===== src/rtl/sign_vector_quadratic_max_macros.svh =====
// ---------------------------------------------------------------------------
// Assertion macros for sign_vector_quadratic_max
// Short forms of the concurrent checks used at the top level.
// ---------------------------------------------------------------------------
`ifndef SIGN_VECTOR_QUADRATIC_MAX_MACROS_SVH
`define SIGN_VECTOR_QUADRATIC_MAX_MACROS_SVH

// expr must hold at every edge outside reset
`define SVQM_ASSERT_ALWAYS(lbl, clk, rst, expr, msg) \
   lbl: assert property (@(posedge clk) disable iff (rst) (expr)) else $error(msg);

// same-cycle implication
`define SVQM_ASSERT_IMPL(lbl, clk, rst, ante, cons, msg) \
   lbl: assert property (@(posedge clk) disable iff (rst) (ante) |-> (cons)) \
      else $error(msg);

// next-cycle implication
`define SVQM_ASSERT_NEXT(lbl, clk, rst, ante, cons, msg) \
   lbl: assert property (@(posedge clk) disable iff (rst) (ante) |=> (cons)) \
      else $error(msg);

`endif


===== src/rtl/svqm_pkg.sv =====
// ---------------------------------------------------------------------------
// svqm_pkg
// Types, widths and helpers shared by the sign vector search cells and control.
// ---------------------------------------------------------------------------
package svqm_pkg;

   localparam int MAX_VERTICES  = 16;
   localparam int PACK_VERTICES = 16;
   localparam int EDGE_BITS     = PACK_VERTICES * (PACK_VERTICES - 1) / 2;
   localparam int EDGE_IDX_W    = $clog2(EDGE_BITS);
   localparam int T_W           = 5;   // row sum, signed
   localparam int S_W           = 8;   // pair sum, signed
   localparam int R_W           = 7;   // result
   localparam int K_W           = $clog2(MAX_VERTICES + 1);
   localparam int IDX_W         = $clog2(MAX_VERTICES);
   localparam int CNT_W         = $clog2(2 * MAX_VERTICES);
   localparam int MAX_RESULT    = EDGE_BITS;

   typedef logic [MAX_VERTICES-1:0] vmask_type;
   typedef logic signed [T_W-1:0]   tsum_type;
   typedef logic signed [S_W-1:0]   psum_type;
   typedef logic [R_W-1:0]          result_type;
   typedef logic [EDGE_BITS-1:0]    edges_type;

   localparam vmask_type ONE_MASK = vmask_type'(1);

   typedef enum logic [1:0] {
      ST_IDLE,
      ST_INIT,
      ST_STEP,
      ST_FINAL
   } state_type;

   // broadcast from control to the row of cells
   typedef struct packed {
      logic      load;
      logic      init;
      logic      step;
      vmask_type sel_mask;  // column during init, flip vertex during steps
   } ctl_type;

   // per-cell view of the broadcast
   typedef struct packed {
      logic      load;
      logic      init;
      logic      step;
      vmask_type sel_mask;
      logic      self_hit;
      logic      above_hit;
      logic      xf;
   } cell_ctl_type;

   // passed from cell to cell
   typedef struct packed {
      psum_type psum;    // systolic pair sum
      logic     pick_x;  // sign of selected vertex
      tsum_type pick_t;  // signed row sum of selected vertex
   } link_type;

   // row of the signing for one vertex; bit j set means -1
   function automatic vmask_type row_bits(input edges_type edges, input int unsigned row);
      vmask_type   bits;
      int unsigned a;
      int unsigned b;
      int unsigned e;
      bits = '0;
      for (int unsigned j = 0; j < MAX_VERTICES; j++) begin
         a = (row < j) ? row : j;
         b = (row < j) ? j : row;
         e = a * PACK_VERTICES - ((a * (a + 1)) >> 1) + (b - a - 1);
         if (j != row) begin
            bits[j] = edges[EDGE_IDX_W'(e)];
         end
      end
      return bits;
   endfunction

   function automatic result_type abs_sum(input psum_type v);
      logic [S_W-1:0] m;
      m = (v < 0) ? S_W'(-v) : S_W'(v);
      return m[R_W-1:0];
   endfunction

endpackage


===== src/rtl/svqm_cell.sv =====
// ---------------------------------------------------------------------------
// svqm_cell
// One vertex: its signing row, sign, row sum and a stage of the pair-sum chain.
// ---------------------------------------------------------------------------
module svqm_cell (
   input  logic                  clock,
   input  svqm_pkg::cell_ctl_type ctl,
   input  svqm_pkg::vmask_type   row_load,
   input  svqm_pkg::link_type    link_in,
   output svqm_pkg::link_type    link_out
);

   svqm_pkg::vmask_type row_ff, row_in;
   logic                x_ff, x_in;
   svqm_pkg::tsum_type  t_ff, t_in;
   svqm_pkg::psum_type  p_ff, p_in;
   logic                a_bit;
   svqm_pkg::tsum_type  own_t;

   assign a_bit = |(row_ff & ctl.sel_mask);
   assign own_t = x_ff ? t_ff : -t_ff;

   always_comb begin
      row_in = row_ff;
      x_in   = x_ff;
      t_in   = t_ff;
      p_in   = p_ff;
      if (ctl.load) begin
         row_in = row_load;
         x_in   = 1'b1;
         t_in   = '0;
         p_in   = '0;
      end else if (ctl.init) begin
         if ((|ctl.sel_mask) && !ctl.self_hit) begin
            t_in = a_bit ? t_ff - svqm_pkg::tsum_type'(1) : t_ff + svqm_pkg::tsum_type'(1);
         end
         // pair term only from columns above this row
         if (ctl.above_hit) begin
            p_in = a_bit ? link_in.psum - svqm_pkg::psum_type'(1)
                         : link_in.psum + svqm_pkg::psum_type'(1);
         end else begin
            p_in = link_in.psum;
         end
      end else if (ctl.step) begin
         if (ctl.self_hit) begin
            x_in = ~x_ff;
         end else begin
            // t -= 2 * x_f * A
            t_in = (ctl.xf ^ a_bit) ? t_ff - svqm_pkg::tsum_type'(2)
                                    : t_ff + svqm_pkg::tsum_type'(2);
         end
      end
   end

   always_ff @(posedge clock) begin
      row_ff <= row_in;
      x_ff   <= x_in;
      t_ff   <= t_in;
      p_ff   <= p_in;
   end

   assign link_out.psum   = p_ff;
   assign link_out.pick_x = ctl.self_hit ? x_ff : link_in.pick_x;
   assign link_out.pick_t = ctl.self_hit ? own_t : link_in.pick_t;

endmodule


===== src/rtl/svqm_ctrl.sv =====
// ---------------------------------------------------------------------------
// svqm_ctrl
// Sequencer: init sweep, Gray-code stepping, pair sum, best value and result.
// ---------------------------------------------------------------------------
module svqm_ctrl (
   input  logic                    clock,
   input  logic                    reset,
   input  logic                    req_valid,
   output logic                    req_stall,
   input  logic [4:0]              req_vertex_count,
   output logic                    rsp_valid,
   input  logic                    rsp_stall,
   output svqm_pkg::result_type    rsp_max_abs_sum,
   input  svqm_pkg::link_type      link_end,
   output svqm_pkg::ctl_type       ctl
);

   localparam logic [svqm_pkg::CNT_W-1:0] CNT_LAST = svqm_pkg::CNT_W'(2 * svqm_pkg::MAX_VERTICES - 1);
   localparam logic [svqm_pkg::CNT_W-1:0] CNT_COLS = svqm_pkg::CNT_W'(svqm_pkg::MAX_VERTICES);

   svqm_pkg::state_type           state_ff, state_in;
   logic [svqm_pkg::K_W-1:0]      k_ff, k_in, k_clamp;
   logic [svqm_pkg::CNT_W-1:0]    cnt_ff, cnt_in;
   svqm_pkg::vmask_type           c_ff, c_in;
   svqm_pkg::psum_type            s_ff, s_in;
   svqm_pkg::result_type          best_ff, best_in, best_now, s_abs;
   logic                          rsp_valid_ff, rsp_valid_in;
   svqm_pkg::result_type          rsp_data_ff, rsp_data_in;
   svqm_pkg::vmask_type           steps;
   svqm_pkg::vmask_type           flip_mask;

   always_comb begin
      if (req_vertex_count == 5'd0) begin
         k_clamp = svqm_pkg::K_W'(1);
      end else if (req_vertex_count > 5'(svqm_pkg::MAX_VERTICES)) begin
         k_clamp = svqm_pkg::K_W'(svqm_pkg::MAX_VERTICES);
      end else begin
         k_clamp = svqm_pkg::K_W'(req_vertex_count);
      end
   end

   assign steps     = svqm_pkg::ONE_MASK << (k_ff - svqm_pkg::K_W'(1));
   // lowest set bit of the step count, moved up one: vertex 0 stays fixed
   assign flip_mask = (c_ff & (~c_ff + svqm_pkg::ONE_MASK)) << 1;
   assign s_abs     = svqm_pkg::abs_sum(s_ff);
   assign best_now  = (s_abs > best_ff) ? s_abs : best_ff;

   always_comb begin
      state_in     = state_ff;
      k_in         = k_ff;
      cnt_in       = cnt_ff;
      c_in         = c_ff;
      s_in         = s_ff;
      best_in      = best_ff;
      rsp_valid_in = rsp_valid_ff && rsp_stall;
      rsp_data_in  = rsp_data_ff;
      req_stall    = 1'b1;
      ctl          = '0;
      case (state_ff)
         svqm_pkg::ST_IDLE: begin
            req_stall = 1'b0;
            if (req_valid) begin
               ctl.load = 1'b1;
               k_in     = k_clamp;
               cnt_in   = '0;
               c_in     = svqm_pkg::ONE_MASK;
               s_in     = '0;
               best_in  = '0;
               state_in = svqm_pkg::ST_INIT;
            end
         end
         svqm_pkg::ST_INIT: begin
            ctl.init = 1'b1;
            if (cnt_ff < CNT_COLS && cnt_ff < svqm_pkg::CNT_W'(k_ff)) begin
               ctl.sel_mask = svqm_pkg::ONE_MASK << cnt_ff[svqm_pkg::IDX_W-1:0];
            end
            // chain output drains into the pair sum
            s_in   = s_ff + link_end.psum;
            cnt_in = cnt_ff + svqm_pkg::CNT_W'(1);
            if (cnt_ff == CNT_LAST) begin
               state_in = svqm_pkg::ST_STEP;
            end
         end
         svqm_pkg::ST_STEP: begin
            best_in = best_now;
            if (c_ff == steps) begin
               state_in = svqm_pkg::ST_FINAL;
            end else begin
               ctl.step     = 1'b1;
               ctl.sel_mask = flip_mask;
               s_in         = s_ff - (svqm_pkg::psum_type'(link_end.pick_t) <<< 1);
               c_in         = c_ff + svqm_pkg::ONE_MASK;
            end
         end
         svqm_pkg::ST_FINAL: begin
            best_in = best_now;
            if (!rsp_valid_ff || !rsp_stall) begin
               rsp_valid_in = 1'b1;
               rsp_data_in  = best_now;
               state_in     = svqm_pkg::ST_IDLE;
            end
         end
         default: begin
            state_in = svqm_pkg::ST_IDLE;
         end
      endcase
   end

   always_ff @(posedge clock) begin
      if (reset) begin
         state_ff     <= svqm_pkg::ST_IDLE;
         rsp_valid_ff <= 1'b0;
      end else begin
         state_ff     <= state_in;
         rsp_valid_ff <= rsp_valid_in;
      end
   end

   always_ff @(posedge clock) begin
      k_ff        <= k_in;
      cnt_ff      <= cnt_in;
      c_ff        <= c_in;
      s_ff        <= s_in;
      best_ff     <= best_in;
      rsp_data_ff <= rsp_data_in;
   end

   assign rsp_valid       = rsp_valid_ff;
   assign rsp_max_abs_sum = rsp_data_ff;

endmodule


===== src/rtl/sign_vector_quadratic_max.sv =====
// From the request beat to the result beat the sequencer runs a load, the init
// sweep, the Gray-code stepping and a final state that waits for the response slot.
// One beat at a time: the Gray-code walk flips one vertex per cycle across the
// cell row, and a new request is taken only after the last result is registered.
// Synchronous active-high reset idles the sequencer and drops rsp_valid.
// ---------------------------------------------------------------------------
// sign_vector_quadratic_max
// Exhaustive largest |pair sum| over all sign vectors with vertex 0 fixed,
// on a row of vertex cells driven by a Gray-code sequencer.
// ---------------------------------------------------------------------------
`include "sign_vector_quadratic_max_macros.svh"

module sign_vector_quadratic_max (
   input  logic                 clock,
   input  logic                 reset,
   input  logic                 req_valid,
   output logic                 req_stall,
   input  logic [4:0]           req_vertex_count,
   input  logic [63:0]          req_edge_signs_low,
   input  logic [55:0]          req_edge_signs_high,
   output logic                 rsp_valid,
   input  logic                 rsp_stall,
   output logic [6:0]           rsp_max_abs_sum
);

   localparam int N = svqm_pkg::MAX_VERTICES;

   svqm_pkg::ctl_type      ctl;
   svqm_pkg::link_type     chain [N+1];
   svqm_pkg::cell_ctl_type cell_ctl [N];
   svqm_pkg::edges_type    edges;

   assign edges    = {req_edge_signs_high, req_edge_signs_low};
   assign chain[0] = '0;

   svqm_ctrl u_ctrl (
      .clock            (clock),
      .reset            (reset),
      .req_valid        (req_valid),
      .req_stall        (req_stall),
      .req_vertex_count (req_vertex_count),
      .rsp_valid        (rsp_valid),
      .rsp_stall        (rsp_stall),
      .rsp_max_abs_sum  (rsp_max_abs_sum),
      .link_end         (chain[N]),
      .ctl              (ctl)
   );

   for (genvar i = 0; i < N; i++) begin : g_cell
      // columns strictly above this row
      localparam svqm_pkg::vmask_type ABOVE = ~({N{1'b1}} >> (N - 1 - i));

      assign cell_ctl[i] = '{
         load:      ctl.load,
         init:      ctl.init,
         step:      ctl.step,
         sel_mask:  ctl.sel_mask,
         self_hit:  ctl.sel_mask[i],
         above_hit: |(ctl.sel_mask & ABOVE),
         xf:        chain[N].pick_x
      };

      svqm_cell u_cell (
         .clock    (clock),
         .ctl      (cell_ctl[i]),
         .row_load (svqm_pkg::row_bits(edges, i)),
         .link_in  (chain[i]),
         .link_out (chain[i+1])
      );
   end

   `SVQM_ASSERT_ALWAYS(a_sel_onehot0, clock, reset, $onehot0(ctl.sel_mask), "select mask not one-hot")
   `SVQM_ASSERT_IMPL(a_step_flip, clock, reset, ctl.step, $onehot(ctl.sel_mask) && !ctl.sel_mask[0], "bad flip vertex")
   `SVQM_ASSERT_NEXT(a_busy_after_beat, clock, reset, req_valid && !req_stall, req_stall, "request taken while busy")
   `SVQM_ASSERT_IMPL(a_rsp_range, clock, reset, rsp_valid, rsp_max_abs_sum <= 7'(svqm_pkg::MAX_RESULT), "result out of range")

endmodule


===== config.mk =====
export PLATFORM = sky130hd
export DESIGN_NAME = sign_vector_quadratic_max
export DESIGN_NICKNAME = d
export VERILOG_FILES = /design/src/rtl/svqm_pkg.sv /design/src/rtl/svqm_cell.sv /design/src/rtl/svqm_ctrl.sv /design/src/rtl/sign_vector_quadratic_max.sv
export VERILOG_INCLUDE_DIRS = /design/src /design/src/rtl
export SDC_FILE = /design/constraint.sdc
export NUM_CORES = 1
export LEC_CHECK = 0
export ABC_AREA = 1
export BUFFER_PORTS_ARGS = -buffer_cell sky130_fd_sc_hd__buf_4
export CORE_MARGIN = 5
export CORE_UTILIZATION = 53
export CTS_BUF_LIST = sky130_fd_sc_hd__clkbuf_2 sky130_fd_sc_hd__clkbuf_4 sky130_fd_sc_hd__clkbuf_8
export CTS_CLUSTER_DIAMETER = 60
export DETAILED_ROUTE_END_ITERATION = 6
export GPL_ROUTABILITY_DRIVEN = 0
export GPL_TIMING_DRIVEN = 0
export PLACE_DENSITY = 0.69
export SKIP_LAST_GASP = 1
export SYNTH_ARGS = -nofsm -noshare
export SYNTH_HDL_FRONTEND = slang
export SYNTH_SLANG_ARGS = --single-unit

===== constraint.sdc =====
create_clock -name clock -period 11.6 [get_ports clock]
set_input_delay 2.32 -clock clock [delete_from_list [all_inputs] [get_ports clock]]
set_output_delay 2.32 -clock clock [all_outputs]
set_load 0.01 [all_outputs]

[Word level (Yosys, flattened, before mapping)]
Index checks and enable logic that the tools add are counted.
Operators by class
  add/sub/neg operators: 115
  $mul: 0
  div/mod/pow operators: 0
  magnitude comparators: 5
  equal/unequal tests: 42
  shift-type cells: 2
  muxes and demuxes: 202
  bitwise logic cells: 51
  reduce and logical (&&, ||, !) cells: 116
Operators with widths (number)
  two-way mux 5 bit: 130
  OR reduction 16 bit: 17
  two-way mux 8 bit: 32
  AND 16 bit: 15
  adder 8 x 2 -> 8 bit (second input constant): 14
  subtractor 8 x 2 -> 8 bit (second input constant): 14
  AND reduction 3 bit: 34
  adder 5 x 2 -> 5 bit (second input constant): 16
  adder 5 x 3 -> 5 bit (second input constant): 16
  negation 5 bit: 16
  subtractor 5 x 2 -> 5 bit (second input constant): 16
  subtractor 5 x 3 -> 5 bit (second input constant): 16
  case mux 16 bit (2 select lines): 2
  two-way mux 16 bit: 3
  != test 2 x 1 -> 1 bit (second input constant): 19
  != test 2 bit (second input constant): 18
  case mux 8 bit (3 select lines): 1
  two-way mux 1 bit: 23
  two-way mux 7 bit: 3
  logical AND 1 bit: 18
  zero test 1 bit: 18
  two-way mux 17 bit: 1
  NOT 1 bit: 17
  adder 16 x 1 -> 16 bit (second input constant): 1
  46 further kinds: 73
Storage, ports and cells
  flip-flop bits (word level): 515
  latch bits: 0
  memory bits (writable): 0
  bits in read-only memories: 0
  input port bits: 129
  output and inout port bits: 9
  logic and storage cells: 606
  memories: 0

[Logic depth before layout (Yosys ltp)]
  word-level depth: 26
  gate-level depth with buffers: 49
  mapped depth without buffers: 46

[Modules after synthesis]
From an unflattened synthesis, not the netlist that was laid out.
Second synthesis, totals
  cell total of the unflattened synthesis: 4710
  area, all modules: 36072.1 µm²
By module, submodules not included
  svqm_cell at g_cell[13].u_cell ...: times used 10, cells an instance 255, area an instance 1968.1 µm², seq. area each 760.7 µm²
  svqm_cell at g_cell[0].u_cell ...: times used 6, cells an instance 254, area an instance 1968.1 µm², seq. area each 760.7 µm²
  svqm_ctrl: times used 1, cells an instance 586, area an instance 4364.2 µm², seq. area each 1501.4 µm²
  sign_vector_quadratic_max: times used 1, cells an instance 50, area an instance 217.7 µm², seq. area each 0.0 µm²

[Worst setup path before layout]
Ideal clock, no wire load.
  path kind: input port to flip-flop
  start point: input req_valid
  end point: register g_cell[0].u_cell.row_ff[13], enable pin
  setup time: 0.538 ns
  arrival: 6.389 ns
  required time: 11.062 ns
  path slack: 4.673 ns
  stages: 4
  path buffers: 2
  cell sequence: nand2_1 -> inv_1 -> clkbuf_1 -> clkbuf_1
RTL lines
  start: declaration: RTL line sign_vector_quadratic_max.sv:16  | input logic req_valid,
  end signal: assignment: RTL line svqm_cell.sv:56  | row_ff <= row_in;
  end: declaration: RTL line svqm_cell.sv:13  | svqm_pkg::vmask_type row_ff, row_in;

[Worst setup path after layout]
  start point: register u_ctrl.k_ff[1] in the netlist's numbering
  end point: register g_cell[8].u_cell.p_ff[7]
On the way
  longest elaborated chain between the ends: 9
  elaborated cells on any way between the ends: 13
  those cells by class: add/sub: 1; order compare: 1; eq/ne: 1; shift: 1; mux: 5; bitwise: 1; reduce/logical: 3
RTL lines
  start: declaration: RTL line svqm_ctrl.sv:22  | logic [svqm_pkg::K_W-1:0] k_ff, k_in, k_clamp;
  start signal: assignment: RTL line svqm_ctrl.sv:120  | k_ff <= k_in;
  subtractor 5 x 1 -> 5 bit: RTL line svqm_ctrl.sv:42  | assign steps = svqm_pkg::ONE_MASK << (k_ff - svqm_pkg::K_W'(1));
  left shift 1 x 5 -> 16 bit: RTL line svqm_ctrl.sv:42
  == test 16 bit: RTL line svqm_ctrl.sv:86  | if (c_ff == steps) begin
  two-way mux 17 bit: RTL line svqm_ctrl.sv:86
  case mux 16 bit (2 select lines) *: RTL line svqm_ctrl.sv:59  | case (state_ff)
  AND 16 bit: RTL line svqm_cell.sv:20  | assign a_bit = |(row_ff & ctl.sel_mask);
  OR reduction 16 bit: RTL line svqm_cell.sv:20
  two-way mux 8 bit: RTL line svqm_cell.sv:39  | p_in = a_bit ? link_in.psum - svqm_pkg::psum_type'(1)
  two-way mux 8 bit *: RTL line svqm_cell.sv:38  | if (ctl.above_hit) begin
  end signal: assignment: RTL line svqm_cell.sv:59  | p_ff <= p_in;
  end: declaration: RTL line svqm_cell.sv:16  | svqm_pkg::psum_type p_ff, p_in;
Every way passes the cells marked *; elsewhere a longest branch is shown, timed or not.
A chain may end at the register's enable or synchronous reset.

==> run_results.csv <==
group,metric,value,unit
run_status,status,"finished, violations left",
run_status,violations,"design-rule violations",
setup_path,worstPathRequired,12.15,ns
timing,hold_viol,0,
setup_path,cp_slowest_cell,"a221oi_1",
routing,drtPass1Iterations,7,
timing,fin_setup_tns,0,ns
synth,ys_types,67,
min_path,min_path_cells,2,
global_routing,grt_pass1_vias,25600,
synth,synth_common_cells,"706 x nand2_1, 465 x inv_1, 315 x o21ai_0, 305 x a21oi_1, 292 x nor2_1",
placed_design,hpwl,71700,µm
placed_design,placed_cells_incl_taps,4606,
cells_and_area,nNetsFinal,4382,
pwr,p_per_area,258,nW/µm²
setup_path,critPathKind,"register to register",
synth,avgSynthCellArea,7.60,µm²
placed_design,pre_cts_slack,4.69,ns
synth,yosys_most_used_dff,"dfxtp_1",
synth,yosysTopAreaCell,"edfxtp_1",
timing,relSlewSlack,9.66,%
floorplanning,io_pins,138,
global_routing,grt_first_pass_wirelength,145000,µm
cells_and_area,postLayoutCellArea,32200,µm²
synth,synth-async-reset-ratio,0,%
min_path,min_from,"g_cell[14].u_cell.p_ff[0]",
routing,vias_per_cell,5.81,
timing,tightest_slew,1.36,ns
synth,ys_seq_area_share,32.8,%
clock_network,cts_buffers,74,
placed_design,port_buffers,137,
synth,syn-instance-count,3770,
synth,yosys-top-cells-area,"edfxtp_1 18%, dfxtp_1 15%, ha_1 9.4%, nand2_1 9.2%, inv_1 6.1%",
cells_and_area,stdcell_count,4738,
routing,totalWireLength,96000,µm
clock_network,clkTransAtPathRegs,0.06,ns
placed_design,dpl_cell_area,30600,µm²
timing,rsz0062_at_grt,"no",
timing,setup_slack,4.31,ns
routing,drc,3,
synth,netlist_area,28700,µm²
setup_path,slowest_delay,0.73,ns
setup_path,path_max_fanout,13,
clock_network,clkLatencyLatePin,0.68,ns
min_path,whs_endpoint,"g_cell[15].u_cell.p_ff[0]",
cells_and_area,utilization,59.9,%
global_routing,gr-total-overflow,0,
timing,fin_skew,0.0438,ns
setup_path,crit_path_end_kind,"register",
global_routing,track_usage,31.4,%
setup_path,worst-endpoint-arrival,7.84,ns
setup_path,r2r_end,"g_cell[8].u_cell.p_ff[7]",
clock_network,htreeDepth,3,
routing,routedWlPerCell,20.3,µm
min_path,min_path_type,"register to register",
synth,synth_enable_flop_cells,168,
job,maxCapViolations,0,
pwr,ir_worst_vdd,188,µV
routing,antenna_left,0,
timing,period_minus_slack,7.29,ns
timing,report.final.slew_viol_count,0,
floorplanning,die_area,58800,µm²
floorplanning,start_util,53.4,%
cells_and_area,areaGrowthSynthToFinish,12.2,%
synth,synthDominantCellAreaShare,17.6,%
timing,period_share,62.8,%
routing,route.vias.total,27500,
floorplanning,core,53700,µm²
setup_path,rr_worst_depth,38,
floorplanning,std_cell_rows,85,
synth,synth_most_common_cell,"nand2_1",
floorplanning,die_y,243,µm
global_routing,antenna_found_initial,2,
clock_network,cts_root_buf,"clkbuf_8",
setup_path,worstSetupStartpointType,"register",
cells_and_area,drive_above_1_share,11.5,%
routing,drtIter0Drc,2756,
setup_path,r2r-start,"u_ctrl.k_ff[1]",
synth,ys.warnings.count,0,
timing,fmax,0.137,GHz
clock_network,post_cts_resized,0,
clock_network,cts_tree,"yes",
clock_network,cts_buffer_depth,3,
clock_network,cts_hold_buf,0,
synth,synth-seq-cells,385,
setup_path,reg2reg_slack,4.31,ns
pwr,power_leakage,15.0,nW
floorplanning,dieWidth,243,µm
timing,setup_viol_count_final,0,
clock_network,cts.sinks,385,
global_routing,grt_max_degree,68,
clock_network,postCtsSetupRepairBufs,0,
synth,synth_fp_nets,4166,
[kinds of logic after synthesis]
group                    after synthesis  share of synthesized area, %
adder cells (fa/ha/maj)              267                          13.0
flip-flops                           385                          32.8
AO/OA/AOI/OAI                        924                          18.7
XOR/XNOR                             167                          5.13
AND/OR/NAND/NOR                     1368                          21.1
buffers and inverters                659                          9.30
[through the flow]
| stage | hold WS [ns] | total power [mW] |
|---|---|---|
| after floorplan | 0.428 | 5.43 |
| after global placement | 0.450 | 6.68 |
| after detailed placement | 0.449 | 6.74 |
| after CTS | 0.456 | 8.18 |
| after global routing | 0.497 | 8.91 |
| final | 0.450 | 8.29 |
[area by class of cell]
cell class | instances | area, µm²
Antenna cell | 1 | 2.50
Buffer | 148 | 743
Clock buffer | 98 | 1230
Clock inverter | 33 | 298
Fill cell | 4934 | 21500
Inverter | 511 | 1930
Multi-Input combinational cell | 2726 | 16600
Sequential cell | 385 | 9390
Tap cell | 696 | 871
Timing Repair Buffer | 140 | 1090
[layout by cell type, fill, tap and decap left out, types with 51 or more instances in the layout]
cell / synthesis / layout
o21ai_0: 315 / 315
clkbuf_8: 0 / 79
fa_1: 51 / 51
ha_1: 216 / 216
nand3_1: 211 / 211
clkbuf_1: 89 / 88
xnor2_1: 64 / 64
xor2_1: 102 / 102
edfxtp_1: 168 / 168
inv_1: 465 / 465
a31oi_1: 68 / 68
nor2_1: 292 / 292
dfxtp_1: 217 / 217
nand2_1: 706 / 706
buf_4: 10 / 147
a21oi_1: 305 / 305
[metal layers]
layer	track usage (%)	share of wire (%)	vias to the layer above
li1	-	-	13200
met1	40.9	40	12800
met2	49.3	44	1295
met3	8.98	11	254
met4	12.7	4.6	2
met5	1.31	0.11	-
[power by group]
group / leakage, nW / switching (mW) / total, mW / internal, mW
logic: 10.8 / 2.99 / 4.51 / 1.52
clock network: 0.807 / 0.631 / 1.44 / 0.805
registers: 3.40 / 0.435 / 2.34 / 1.90
[worst max-delay path: cells and delay by family (launching register included)]
kind	cells	cell delay [ns]
AO/OA/AOI/OAI	6	1.36
adder cells (fa/ha/maj)	2	0.85
buffers and inverters	5	1.24
flip-flops	1	0.37
AND/OR/NAND/NOR	25	3.33
[worst max-delay path by stage]
stage | startpoint | to | slack, ns
6_report | u_ctrl.k_ff[1] | g_cell[8].u_cell.p_ff[7] | 4.31
5_1_grt | u_ctrl.k_ff[1] | g_cell[8].u_cell.p_ff[7] | 4.12
4_1_cts | u_ctrl.k_ff[1] | g_cell[8].u_cell.p_ff[7] | 4.64
3_5_place_dp | u_ctrl.k_ff[1] | g_cell[8].u_cell.p_ff[7] | 4.69
3_3_place_gp | req_valid | g_cell[7].u_cell.row_ff[1] | 2.47
2_1_floorplan | req_valid | g_cell[0].u_cell.row_ff[13] | 4.67
[flip-flops by register name, indices dropped and copies added (netlist names), 5 cells and up]
name / flops
g_cell.u_cell.row_ff: 120
g_cell.u_cell.p_ff: 118
g_cell.u_cell.t_ff: 80
g_cell.u_cell.x_ff: 16
u_ctrl.c_ff: 16
u_ctrl.s_ff: 8
u_ctrl.best_ff: 7
u_ctrl.rsp_max_abs_sum: 7
u_ctrl.cnt_ff: 5
u_ctrl.k_ff: 5
Note: power is estimated with default switching activity, not from simulation.
